**config.mk**
```make
export PLATFORM = sky130hd
export DESIGN_NAME = debounced_press_sender_core_flat
export DESIGN_NICKNAME = d
export VERILOG_FILES = /design/src/rtl/dps_pkg.sv /design/src/rtl/dps_in_if.sv /design/src/rtl/dps_out_if.sv /design/src/rtl/dps_cfg_if.sv /design/src/rtl/dps_cfg_regs.sv /design/src/rtl/dps_step.sv /design/src/rtl/debounced_press_sender_core.sv /design/src/flat_wrapper.sv
export SDC_FILE = /design/constraint.sdc
export NUM_CORES = 1
export LEC_CHECK = 0
export ABC_CLOCK_PERIOD_IN_PS = 4600
export BUFFER_PORTS_ARGS = -buffer_cell sky130_fd_sc_hd__buf_4
export CAP_MARGIN = 20
export CORE_MARGIN = 3
export CORE_UTILIZATION = 54
export DETAILED_ROUTE_END_ITERATION = 16
export PLACE_DENSITY = 0.77
export SLEW_MARGIN = 20
export SYNTH_ARGS = -nofsm -noshare
export SYNTH_HDL_FRONTEND = slang
export SYNTH_SLANG_ARGS = --single-unit
```
**constraint.sdc**
```tcl
create_clock -name clk -period 4.6 [get_ports clk]
set_input_delay 0.46 -clock clk [delete_from_list [all_inputs] [get_ports clk]]
set_output_delay 0.46 -clock clk [all_outputs]
set_load 0.1 [all_outputs]
```
**src/rtl/dps_pkg.sv**
```systemverilog
// ============================================================================
// dps_pkg
// Shared types, register indexes and reset values for the debounced press
// sender.
// ============================================================================
package dps_pkg;

	localparam int unsigned SEQ_BITS_DEF   = 16;
	localparam int unsigned TIMER_BITS_DEF = 16;

	localparam int unsigned MS_W      = 16;
	localparam int unsigned SENDER_W  = 32;
	localparam int unsigned RCOUNT_W  = 2;
	localparam int unsigned PSEQ_W    = 16;
	localparam int unsigned CFG_IDX_W = 3;
	localparam int unsigned CFG_DAT_W = 32;

	// Configuration register indexes.
	localparam logic [CFG_IDX_W-1:0] REG_PRESS_ON_LOW = 3'd0;
	localparam logic [CFG_IDX_W-1:0] REG_SEND_ENABLE  = 3'd1;
	localparam logic [CFG_IDX_W-1:0] REG_SENDER_ID    = 3'd2;
	localparam logic [CFG_IDX_W-1:0] REG_DEBOUNCE_MS  = 3'd3;
	localparam logic [CFG_IDX_W-1:0] REG_RETRY_MS     = 3'd4;
	localparam logic [CFG_IDX_W-1:0] REG_COOLDOWN_MS  = 3'd5;
	localparam logic [CFG_IDX_W-1:0] REG_RETRY_COUNT  = 3'd6;

	// Opcodes of an input beat.
	localparam logic OP_SAMPLE = 1'b0;
	localparam logic OP_MANUAL = 1'b1;

	// Register reset values.
	localparam logic [MS_W-1:0]     DEBOUNCE_MS_RST = 16'd40;
	localparam logic [MS_W-1:0]     RETRY_MS_RST    = 16'd20;
	localparam logic [MS_W-1:0]     COOLDOWN_MS_RST = 16'd1200;
	localparam logic [RCOUNT_W-1:0] RETRY_COUNT_RST = 2'd2;

	typedef struct packed {
		logic                press_on_low;
		logic                send_enable;
		logic [SENDER_W-1:0] sender_id;
		logic [MS_W-1:0]     debounce_ms;
		logic [MS_W-1:0]     retry_ms;
		logic [MS_W-1:0]     cooldown_ms;
		logic [RCOUNT_W-1:0] retry_count;
	} cfg_t;

	typedef struct packed {
		logic opcode;
		logic pin_level;
		logic tick;
	} item_t;

	typedef struct packed {
		logic [PSEQ_W-1:0]   press_seq;
		logic [SENDER_W-1:0] press_sender;
		logic                is_retry;
		logic                is_manual;
	} res_t;

endpackage

```
**src/rtl/dps_in_if.sv**
```systemverilog
// ============================================================================
// dps_in_if
// Input channel: one pin sample, tick and opcode per beat.
// ============================================================================
interface dps_in_if;
	logic valid;
	logic ready;
	logic opcode;
	logic pin_level;
	logic tick;

	modport source (output valid, output opcode, output pin_level, output tick, input ready);
	modport sink   (input valid, input opcode, input pin_level, input tick, output ready);
endinterface

```
**src/rtl/dps_out_if.sv**
```systemverilog
// ============================================================================
// dps_out_if
// Result channel: one send or retransmission per beat.
// ============================================================================
interface dps_out_if;
	logic        valid;
	logic        ready;
	logic [15:0] press_seq;
	logic [31:0] press_sender;
	logic        is_retry;
	logic        is_manual;

	modport source (output valid, output press_seq, output press_sender,
		output is_retry, output is_manual, input ready);
	modport sink   (input valid, input press_seq, input press_sender,
		input is_retry, input is_manual, output ready);
endinterface

```
**src/rtl/dps_cfg_if.sv**
```systemverilog
// ============================================================================
// dps_cfg_if
// Configuration write channel: register index and write data per beat.
// ============================================================================
interface dps_cfg_if;
	logic        valid;
	logic        ready;
	logic [2:0]  index;
	logic [31:0] data;

	modport source (output valid, output index, output data, input ready);
	modport sink   (input valid, input index, input data, output ready);
endinterface

```
**src/rtl/dps_cfg_regs.sv**
```systemverilog
// ============================================================================
// dps_cfg_regs
// Configuration register file, written one register per beat.
// ============================================================================
module dps_cfg_regs (
	input  logic                                clk,
	input  logic                                arst_n,
	input  logic                                wr_en,
	input  logic [dps_pkg::CFG_IDX_W-1:0]       wr_index,
	input  logic [dps_pkg::CFG_DAT_W-1:0]       wr_data,
	output dps_pkg::cfg_t                       cfg
);

	dps_pkg::cfg_t cfg_q;

	always_ff @(posedge clk or negedge arst_n) begin
		if (!arst_n) begin
			cfg_q.press_on_low <= 1'b0;
			cfg_q.send_enable  <= 1'b0;
			cfg_q.sender_id    <= '0;
			cfg_q.debounce_ms  <= dps_pkg::DEBOUNCE_MS_RST;
			cfg_q.retry_ms     <= dps_pkg::RETRY_MS_RST;
			cfg_q.cooldown_ms  <= dps_pkg::COOLDOWN_MS_RST;
			cfg_q.retry_count  <= dps_pkg::RETRY_COUNT_RST;
		end else if (wr_en) begin
			case (wr_index)
				dps_pkg::REG_PRESS_ON_LOW: cfg_q.press_on_low <= wr_data[0];
				dps_pkg::REG_SEND_ENABLE:  cfg_q.send_enable  <= wr_data[0];
				dps_pkg::REG_SENDER_ID:    cfg_q.sender_id    <= wr_data[dps_pkg::SENDER_W-1:0];
				dps_pkg::REG_DEBOUNCE_MS:  cfg_q.debounce_ms  <= wr_data[dps_pkg::MS_W-1:0];
				dps_pkg::REG_RETRY_MS:     cfg_q.retry_ms     <= wr_data[dps_pkg::MS_W-1:0];
				dps_pkg::REG_COOLDOWN_MS:  cfg_q.cooldown_ms  <= wr_data[dps_pkg::MS_W-1:0];
				dps_pkg::REG_RETRY_COUNT:  cfg_q.retry_count  <= wr_data[dps_pkg::RCOUNT_W-1:0];
				default: ;
			endcase
		end
	end

	assign cfg = cfg_q;

endmodule

```
**src/rtl/dps_step.sv**
```systemverilog
// ============================================================================
// dps_step
// Debounce, cooldown and retransmit state with the per-beat update logic.
// ============================================================================
module dps_step #(
	parameter int unsigned SEQ_BITS   = dps_pkg::SEQ_BITS_DEF,
	parameter int unsigned TIMER_BITS = dps_pkg::TIMER_BITS_DEF
) (
	input  logic          clk,
	input  logic          arst_n,
	input  dps_pkg::cfg_t cfg,
	input  dps_pkg::item_t item,
	input  logic          item_valid,
	input  logic          go,
	output logic          emit,
	output dps_pkg::res_t res
);

	logic                        last_level_q;
	logic [TIMER_BITS-1:0]       debounce_left_q;
	logic [TIMER_BITS-1:0]       retry_wait_q;
	logic [dps_pkg::RCOUNT_W-1:0] retries_left_q;
	logic [TIMER_BITS-1:0]       cooldown_left_q;
	logic [SEQ_BITS-1:0]         seq_q;

	logic [dps_pkg::MS_W-1:0] deb_ms_nz, rty_ms_nz;
	logic [TIMER_BITS-1:0]    deb_load, rty_load, cd_load;
	logic [SEQ_BITS-1:0]      seq_inc, seq_bump, seq_out;

	// Zero debounce and retry intervals count as one tick.
	assign deb_ms_nz = (cfg.debounce_ms == '0) ? dps_pkg::MS_W'(1) : cfg.debounce_ms;
	assign rty_ms_nz = (cfg.retry_ms == '0) ? dps_pkg::MS_W'(1) : cfg.retry_ms;

	// Loaded intervals saturate at the timer width.
	if (TIMER_BITS >= dps_pkg::MS_W) begin : g_wide_timer
		assign deb_load = TIMER_BITS'(deb_ms_nz);
		assign rty_load = TIMER_BITS'(rty_ms_nz);
		assign cd_load  = TIMER_BITS'(cfg.cooldown_ms);
	end else begin : g_narrow_timer
		assign deb_load = (|deb_ms_nz[dps_pkg::MS_W-1:TIMER_BITS]) ? '1
			: deb_ms_nz[TIMER_BITS-1:0];
		assign rty_load = (|rty_ms_nz[dps_pkg::MS_W-1:TIMER_BITS]) ? '1
			: rty_ms_nz[TIMER_BITS-1:0];
		assign cd_load  = (|cfg.cooldown_ms[dps_pkg::MS_W-1:TIMER_BITS]) ? '1
			: cfg.cooldown_ms[TIMER_BITS-1:0];
	end

	// The sequence number wraps and skips zero.
	assign seq_inc  = seq_q + SEQ_BITS'(1);
	assign seq_bump = (seq_inc == '0) ? SEQ_BITS'(1) : seq_inc;

	logic                         edge_det, deb_exp, rty_exp, fire, retry_due, bump;
	logic                         last_level_d;
	logic [TIMER_BITS-1:0]        deb_d, rw_d, cd_d, deb_t, rw_t, cd_t;
	logic [dps_pkg::RCOUNT_W-1:0] rl_d, rl_dec;
	logic [SEQ_BITS-1:0]          seq_d;

	always_comb begin
		last_level_d = last_level_q;
		deb_d        = debounce_left_q;
		rw_d         = retry_wait_q;
		cd_d         = cooldown_left_q;
		rl_d         = retries_left_q;
		seq_d        = seq_q;
		emit         = 1'b0;
		bump         = 1'b0;
		fire         = 1'b0;
		retry_due    = 1'b0;
		deb_exp      = 1'b0;
		rty_exp      = 1'b0;
		rl_dec       = retries_left_q - dps_pkg::RCOUNT_W'(1);
		edge_det     = item.pin_level != last_level_q;
		deb_t        = edge_det ? deb_load : debounce_left_q;
		cd_t         = cooldown_left_q;
		rw_t         = retry_wait_q;

		if (item.tick) begin
			if (!edge_det && debounce_left_q != '0) begin
				deb_t   = debounce_left_q - TIMER_BITS'(1);
				deb_exp = debounce_left_q == TIMER_BITS'(1);
			end
			if (cooldown_left_q != '0) begin
				cd_t = cooldown_left_q - TIMER_BITS'(1);
			end
			if (retry_wait_q != '0) begin
				rw_t    = retry_wait_q - TIMER_BITS'(1);
				rty_exp = retry_wait_q == TIMER_BITS'(1);
			end
		end

		if (item.opcode == dps_pkg::OP_MANUAL) begin
			// Manual press: only sequence and cooldown move.
			emit = cfg.send_enable;
			bump = 1'b1;
		end else begin
			last_level_d = item.pin_level;
			deb_d        = deb_t;
			cd_d         = cd_t;
			rw_d         = rw_t;
			fire         = deb_exp && (item.pin_level == !cfg.press_on_low) && (cd_t == '0);
			retry_due    = rty_exp && (retries_left_q != '0);
			if (fire) begin
				// A fire beats a retry due on the same tick.
				emit = cfg.send_enable;
				bump = 1'b1;
				rl_d = cfg.retry_count;
				rw_d = rty_load;
			end else if (retry_due) begin
				emit = cfg.send_enable;
				rl_d = rl_dec;
				if (rl_dec != '0) begin
					rw_d = rty_load;
				end
			end
		end

		seq_out = bump ? seq_bump : seq_q;
		if (emit) begin
			seq_d = seq_out;
			cd_d  = cd_load;
		end
	end

	if (SEQ_BITS >= dps_pkg::PSEQ_W) begin : g_seq_wide
		assign res.press_seq = seq_out[dps_pkg::PSEQ_W-1:0];
	end else begin : g_seq_narrow
		assign res.press_seq = dps_pkg::PSEQ_W'(seq_out);
	end
	assign res.press_sender = cfg.sender_id;
	assign res.is_retry     = (item.opcode != dps_pkg::OP_MANUAL) && !fire && retry_due;
	assign res.is_manual    = item.opcode == dps_pkg::OP_MANUAL;

	always_ff @(posedge clk or negedge arst_n) begin
		if (!arst_n) begin
			last_level_q    <= 1'b0;
			debounce_left_q <= '0;
			retry_wait_q    <= '0;
			retries_left_q  <= '0;
			cooldown_left_q <= '0;
			seq_q           <= '0;
		end else if (go && item_valid) begin
			last_level_q    <= last_level_d;
			debounce_left_q <= deb_d;
			retry_wait_q    <= rw_d;
			retries_left_q  <= rl_d;
			cooldown_left_q <= cd_d;
			seq_q           <= seq_d;
		end
	end

	// A sent sequence number is never zero.
	a_seq_nonzero: assert property (@(posedge clk) disable iff (!arst_n)
		go && item_valid && emit |-> seq_out != '0)
		else $error("dps_step: zero sequence number sent");

	// Nothing goes out while sending is disabled.
	a_no_send_disabled: assert property (@(posedge clk) disable iff (!arst_n)
		!cfg.send_enable |-> !emit)
		else $error("dps_step: send while disabled");

	// The sequence only moves with a first send or a manual press.
	a_seq_moves_on_send: assert property (@(posedge clk) disable iff (!arst_n)
		seq_q != $past(seq_q) |-> $past(go && item_valid && emit && !res.is_retry))
		else $error("dps_step: sequence changed without a send");

	// A send always restarts the cooldown.
	a_cooldown_on_send: assert property (@(posedge clk) disable iff (!arst_n)
		go && item_valid && emit |=> cooldown_left_q == $past(cd_load))
		else $error("dps_step: cooldown not reloaded on send");

endmodule

```
**src/rtl/debounced_press_sender_core.sv**
```systemverilog
// ============================================================================
// debounced_press_sender_core
// Debounces a button pin, fires presses with cooldown and retransmits each
// debounced press a configured number of times.
// ============================================================================
//
//   Channel  Role    Beat carries
//   -------  ------  ---------------------------------------------------
//   sample   sink    opcode, pin_level, tick
//   press    source  press_seq, press_sender, is_retry, is_manual
//   cfg      sink    index, data (register write, always ready)
//
// The core takes one sample beat in every clock cycle while the press output
// does not stall. A beat is captured in the input register, its state update
// and result are worked out combinationally from that register, and the
// result is loaded into the press output register, from which it is taken.
// Reset clears all timers, the sequence number and both pipeline valid flags,
// and returns the registers to their defaults.
// When the press output stalls, the result register and the input register
// hold, and sample.ready falls only once both are occupied.
//
module debounced_press_sender_core #(
	parameter int unsigned SEQ_BITS   = dps_pkg::SEQ_BITS_DEF,
	parameter int unsigned TIMER_BITS = dps_pkg::TIMER_BITS_DEF
) (
	input  logic  clk,
	input  logic  arst_n,
	dps_in_if.sink    sample,
	dps_out_if.source press,
	dps_cfg_if.sink   cfg
);

	// Configuration is to be written only while the core is idle (the core does
	// not enforce this), so the registers can feed the datapath directly.
	dps_pkg::cfg_t cfg_cur;

	assign cfg.ready = 1'b1;

	dps_cfg_regs u_cfg (
		.clk      (clk),
		.arst_n   (arst_n),
		.wr_en    (cfg.valid),
		.wr_index (cfg.index),
		.wr_data  (cfg.data),
		.cfg      (cfg_cur)
	);

	// Input register. It advances whenever the output register is free or
	// is being drained in this cycle.
	logic           valid_s1;
	dps_pkg::item_t item_s1;
	logic           go;
	logic           emit;
	dps_pkg::res_t  res_d;

	assign go           = !press.valid || press.ready;
	assign sample.ready = !valid_s1 || go;

	always_ff @(posedge clk or negedge arst_n) begin
		if (!arst_n) begin
			valid_s1 <= 1'b0;
		end else if (sample.ready) begin
			valid_s1 <= sample.valid;
		end
	end

	always_ff @(posedge clk) begin
		if (sample.ready && sample.valid) begin
			item_s1.opcode    <= sample.opcode;
			item_s1.pin_level <= sample.pin_level;
			item_s1.tick      <= sample.tick;
		end
	end

	dps_step #(
		.SEQ_BITS   (SEQ_BITS),
		.TIMER_BITS (TIMER_BITS)
	) u_step (
		.clk        (clk),
		.arst_n     (arst_n),
		.cfg        (cfg_cur),
		.item       (item_s1),
		.item_valid (valid_s1),
		.go         (go),
		.emit       (emit),
		.res        (res_d)
	);

	// Result register. Items that cause no send simply leave it empty.
	logic          out_valid_q;
	dps_pkg::res_t out_q;

	always_ff @(posedge clk or negedge arst_n) begin
		if (!arst_n) begin
			out_valid_q <= 1'b0;
		end else if (go) begin
			out_valid_q <= valid_s1 && emit;
		end
	end

	always_ff @(posedge clk) begin
		if (go && valid_s1 && emit) begin
			out_q <= res_d;
		end
	end

	assign press.valid        = out_valid_q;
	assign press.press_seq    = out_q.press_seq;
	assign press.press_sender = out_q.press_sender;
	assign press.is_retry     = out_q.is_retry;
	assign press.is_manual    = out_q.is_manual;

	// With an empty result register the core must be able to take a beat.
	a_ready_when_empty: assert property (@(posedge clk) disable iff (!arst_n)
		!out_valid_q |-> sample.ready)
		else $error("core: input stalled with empty result register");

	// A result held under stall keeps the input stage from advancing.
	a_hold_s1_on_stall: assert property (@(posedge clk) disable iff (!arst_n)
		out_valid_q && !press.ready && valid_s1 |=> valid_s1 && $stable(item_s1))
		else $error("core: input stage moved during stall");

	// A result appears only for a processed beat.
	a_result_from_beat: assert property (@(posedge clk) disable iff (!arst_n)
		$rose(out_valid_q) |-> $past(valid_s1))
		else $error("core: result without an input beat");

endmodule
```
**src/flat_wrapper.sv**
```systemverilog
// flat-port wrapper written by rule: the top's interface ports become plain ports
module debounced_press_sender_core_flat 
#(
	parameter int unsigned SEQ_BITS   = dps_pkg::SEQ_BITS_DEF,
	parameter int unsigned TIMER_BITS = dps_pkg::TIMER_BITS_DEF
)
  (clk, arst_n, sample_valid, sample_opcode, sample_pin_level, sample_tick, sample_ready, press_valid, press_press_seq, press_press_sender, press_is_retry, press_is_manual, press_ready, cfg_valid, cfg_index, cfg_data, cfg_ready);
  dps_in_if sample_i ();
  dps_out_if press_i ();
  dps_cfg_if cfg_i ();
  input  logic clk;
  input  logic arst_n;
  input wire logic [$bits(sample_i.valid)-1:0] sample_valid;
  input wire logic [$bits(sample_i.opcode)-1:0] sample_opcode;
  input wire logic [$bits(sample_i.pin_level)-1:0] sample_pin_level;
  input wire logic [$bits(sample_i.tick)-1:0] sample_tick;
  output wire logic [$bits(sample_i.ready)-1:0] sample_ready;
  output wire logic [$bits(press_i.valid)-1:0] press_valid;
  output wire logic [$bits(press_i.press_seq)-1:0] press_press_seq;
  output wire logic [$bits(press_i.press_sender)-1:0] press_press_sender;
  output wire logic [$bits(press_i.is_retry)-1:0] press_is_retry;
  output wire logic [$bits(press_i.is_manual)-1:0] press_is_manual;
  input wire logic [$bits(press_i.ready)-1:0] press_ready;
  input wire logic [$bits(cfg_i.valid)-1:0] cfg_valid;
  input wire logic [$bits(cfg_i.index)-1:0] cfg_index;
  input wire logic [$bits(cfg_i.data)-1:0] cfg_data;
  output wire logic [$bits(cfg_i.ready)-1:0] cfg_ready;
  assign sample_i.valid = sample_valid;
  assign sample_i.opcode = sample_opcode;
  assign sample_i.pin_level = sample_pin_level;
  assign sample_i.tick = sample_tick;
  assign sample_ready = sample_i.ready;
  assign press_valid = press_i.valid;
  assign press_press_seq = press_i.press_seq;
  assign press_press_sender = press_i.press_sender;
  assign press_is_retry = press_i.is_retry;
  assign press_is_manual = press_i.is_manual;
  assign press_i.ready = press_ready;
  assign cfg_i.valid = cfg_valid;
  assign cfg_i.index = cfg_index;
  assign cfg_i.data = cfg_data;
  assign cfg_ready = cfg_i.ready;
  debounced_press_sender_core #(.SEQ_BITS(SEQ_BITS), .TIMER_BITS(TIMER_BITS)) u_core (.clk(clk), .arst_n(arst_n), .sample(sample_i), .press(press_i), .cfg(cfg_i));
endmodule
```
==> out/metrics.yaml <==
cells_and_area:
  drive_gt1_share_pct: 26.6
  nFillCells: 1395
  n_antenna_cell: 0
  final_cell_count_no_fill: 1250
  layout_common_cells: "dfrtp_1 (144), buf_4 (110), mux2_2 (86), nand2_1 (81), nor2_1 (56)"
  nNetsFinal: 1057
  utilization_pct: 64.9
  final_common_cell: "dfrtp_1"
  area_growth_pct: 16.9
sta:
  fmax_mhz: 239
  setup_viol: 0
  tightest_slew_ns: 1.05
  finalCriticalPeriod_ns: 4.18
  post-route-period-util_pct: 90.8
  finalHoldViolCount: 0
  holdWs_ns: 0.0206
  rsz0062_at_grt: "no"
  clock_skew_ns: 0.0207
  finalMaxSlewViolations: 0
  worst_slew_margin_rel_pct: 29.8
  tns_ns: 0
die:
  dieArea_mm2: 0.0204
  ios: 96
  die_h_um: 143
  rows: 49
  coreArea_mm2: 0.0182
  dieWidth_um: 143
  start_util_pct: 55.5
critical_path:
  crit_chain: "inv_1 -> ha_1 -> or4b_4 -> nor3_4 -> nor3_1 -> or4_4 -> or4_4 -> o21ai_4 -> nand2_4 -> inv_2 -> buf_12"
  crit_path_frequent_cell: "or4_4"
  crit_family: "simple AND/OR/NAND/NOR gates"
  critical_path_class: "reg2reg"
  cp.required_ns: 4.81
  crit_slowest_cell: "or4_4"
  critPathMaxFanout: 20
  end_kind: "register"
  crit_buf_inv: 3
  crit_arrival_ns: 4.39
  r2r_setup_slack_ns: 0.42
  cpPeakStageDelay_ns: 0.60
  startpoint_type: "register"
global_route:
  grt_pass1_wl_um: 40300
  antenna_found_initial: 1
  grt_max_degree: 99
  grt-ovfl-total: 0
  grt_pass1_vias: 7414
  grt_use_total_pct: 24.8
job:
  drv_cap: 0
cts:
  postCtsSetupBuffers: 0
  cts-resized-gates: 0
  clock_tree.root_cell: "clkbuf_16"
  postCtsHoldBufs: 0
  cts-htree-levels: 1
  cts.sinks: 206
  cts_tree: "built"
  cts_buffer_depth: 3
  numCtsBuffers: 22
  clk_latency_ns: 0.52
  clk_pin_slew_ns: 0.06
pwr:
  pwr-share-seq_pct: 45.3
  p_leak_nw: 4.74
  clkPwrFrac_pct: 31.2
  swShare_pct: 33.4
  power.total_w: 0.00592
  cellInternalPower_w: 0.00394
  pwr-share-comb_pct: 23.5
  power-per-cell-area_mw_per_mm2: 501
  max-vdd-ir-drop_v: 0.000378
  power_switching_w: 0.00198
place:
  placed_cells: 1210
  port_buffers: 94
  gp_congestion: 0.969
  place_hpwl_um: 17900
routing:
  route.vias.total: 7779
  wire_per_inst_um: 20.3
  viasPerCell: 6.22
  drtIter0Drc: 840
  drc: 0
  firstDrtPassIters: 5
  drtAntennaViolNets: 0
  wirelength_um: 25400
synthesis:
  synth_cells: 919
  synth_ff_type: "dfrtp_1"
  yosysWarnings: 0
  synth_area_mm2: 0.0101
  async_reset_ff_share_pct: 74.3
  yosysUniqueCellTypes: 75
  syn_area_per_cell_um2: 11.0
  synth_edf_count: 53
  yosysSeqAreaShare_pct: 53.7
  syn_nets: 971
  synth_seq_cells: 206
outcome:
  status: "finished clean"
hold_path:
  hold_class: "in2async"
[final timing paths]
check | end | cells after the start | start
max in group asynchronous | u_core.u_cfg.cfg[7] | 2 | arst_n
setup reg to reg | u_core.press.press_seq[4] | 11 | u_core.u_step.cooldown_left_q[0]
hold / removal | u_core.u_step.debounce_left_q[12] | 1 | arst_n
min in group clk | u_core.item_s1[0] | 1 | sample_tick
setup / recovery | u_core.press.press_seq[4] | 11 | u_core.u_step.cooldown_left_q[0]
hold reg to reg | u_core.press.press_sender[2] | 0 | u_core.u_cfg.cfg[52]
[registers in the layout (all words and copies together) (netlist names)]
signal and flops:
u_core.press.valid 1, u_core.item_s1 3, u_core.press.press_sender 32, u_core.press.press_seq 16
u_core.press.is_manual 1, u_core.valid_s1 1, u_core.u_cfg.cfg 84, u_core.u_step.retries_left_q 2
u_core.u_step.seq_q 16, u_core.u_step.retry_wait_q 16, u_core.u_step.cooldown_left_q 16, u_core.u_step.last_level_q 1
u_core.press.is_retry 1, u_core.u_step.debounce_left_q 16
[cell type report]
| type | count | area [um2] | share of cell area, % |
|---|---|---|---|
| flip-flops and latches | 206 | 5430 | 45.9 |
| well taps | 229 | 287 | 2.42 |
| multi-input cells | 642 | 4400 | 37.2 |
| clock inverters | 11 | 169 | 1.43 |
| repair buffers | 113 | 877 | 7.42 |
| inverters | 20 | 75.1 | 0.635 |
| clock buffers | 29 | 587 | 4.96 |
[power by group through the flow]
stage	Combinational, W	Clock, W	Sequential, W
global route	0.00151	0.00195	0.00274
detailed placement	0.00138	0	0.00270
finish	0.00139	0.00185	0.00269
floorplan	0.000882	0	0.00278
global placement	0.00136	0	0.00269
CTS	0.00139	0.00188	0.00267
[layer usage]
metal | up-vias | routed length (um) | GRT usage, %
met3 | 53 | 1520 | 4.12
met1 | 3845 | 10900 | 35.1
met2 | 271 | 12200 | 39.7
li1 | 3608 | - | -
met4 | 2 | 760 | 7.35
met5 | - | 20 | 0
[cell families after synthesis]
| kind of cell | after synthesis | share of synthesized area [%] |
|---|---|---|
| AOI/OAI and AO/OA | 185 | 12.4 |
| xor gates and xnor gates | 25 | 2.16 |
| adders and majority gates | 9 | 1.11 |
| buffers and inverters | 71 | 2.93 |
| DFF | 206 | 53.7 |
| muxes | 91 | 10.1 |
| other | 1 | 0.0371 |
| and+or+nand+nor | 331 | 17.6 |
[cells in the mapped netlist, types with 13 or more instances]
master,n,area [um2]
nand3_1,34,170
dfrtp_1,144,3600
clkbuf_1,38,143
nand2_1,81,304
edfxtp_1,53,1590
mux2_2,86,968
nor4_1,25,156
inv_1,20,75.1
xnor2_1,18,158
nor2_1,57,214
or3_1,18,113
nand4_1,13,81.3
a21oi_1,32,160
o21ai_0,55,275
o31ai_1,17,128
nor3_1,36,180
[stage by stage]
stage | cell area, um2 | worst slack [ns]
after floorplan | 10100 | 0.278
after global placement | 11100 | 0.472
after detailed placement | 11100 | 0.445
after CTS | 11800 | 0.436
after global routing | 11800 | 0.193
final | 11800 | 0.423
[worst register-to-register path: cells and delay by family (launching register included)]
kind                     cells  cell delay, ns
adder cells (fa/ha/maj)      1            0.24
AND/OR/NAND/NOR              6            2.24
flip-flops                   1            0.41
buffers and inverters        3            0.74
AO/OA/AOI/OAI                1            0.24
(Power assumes the default switching activity.)
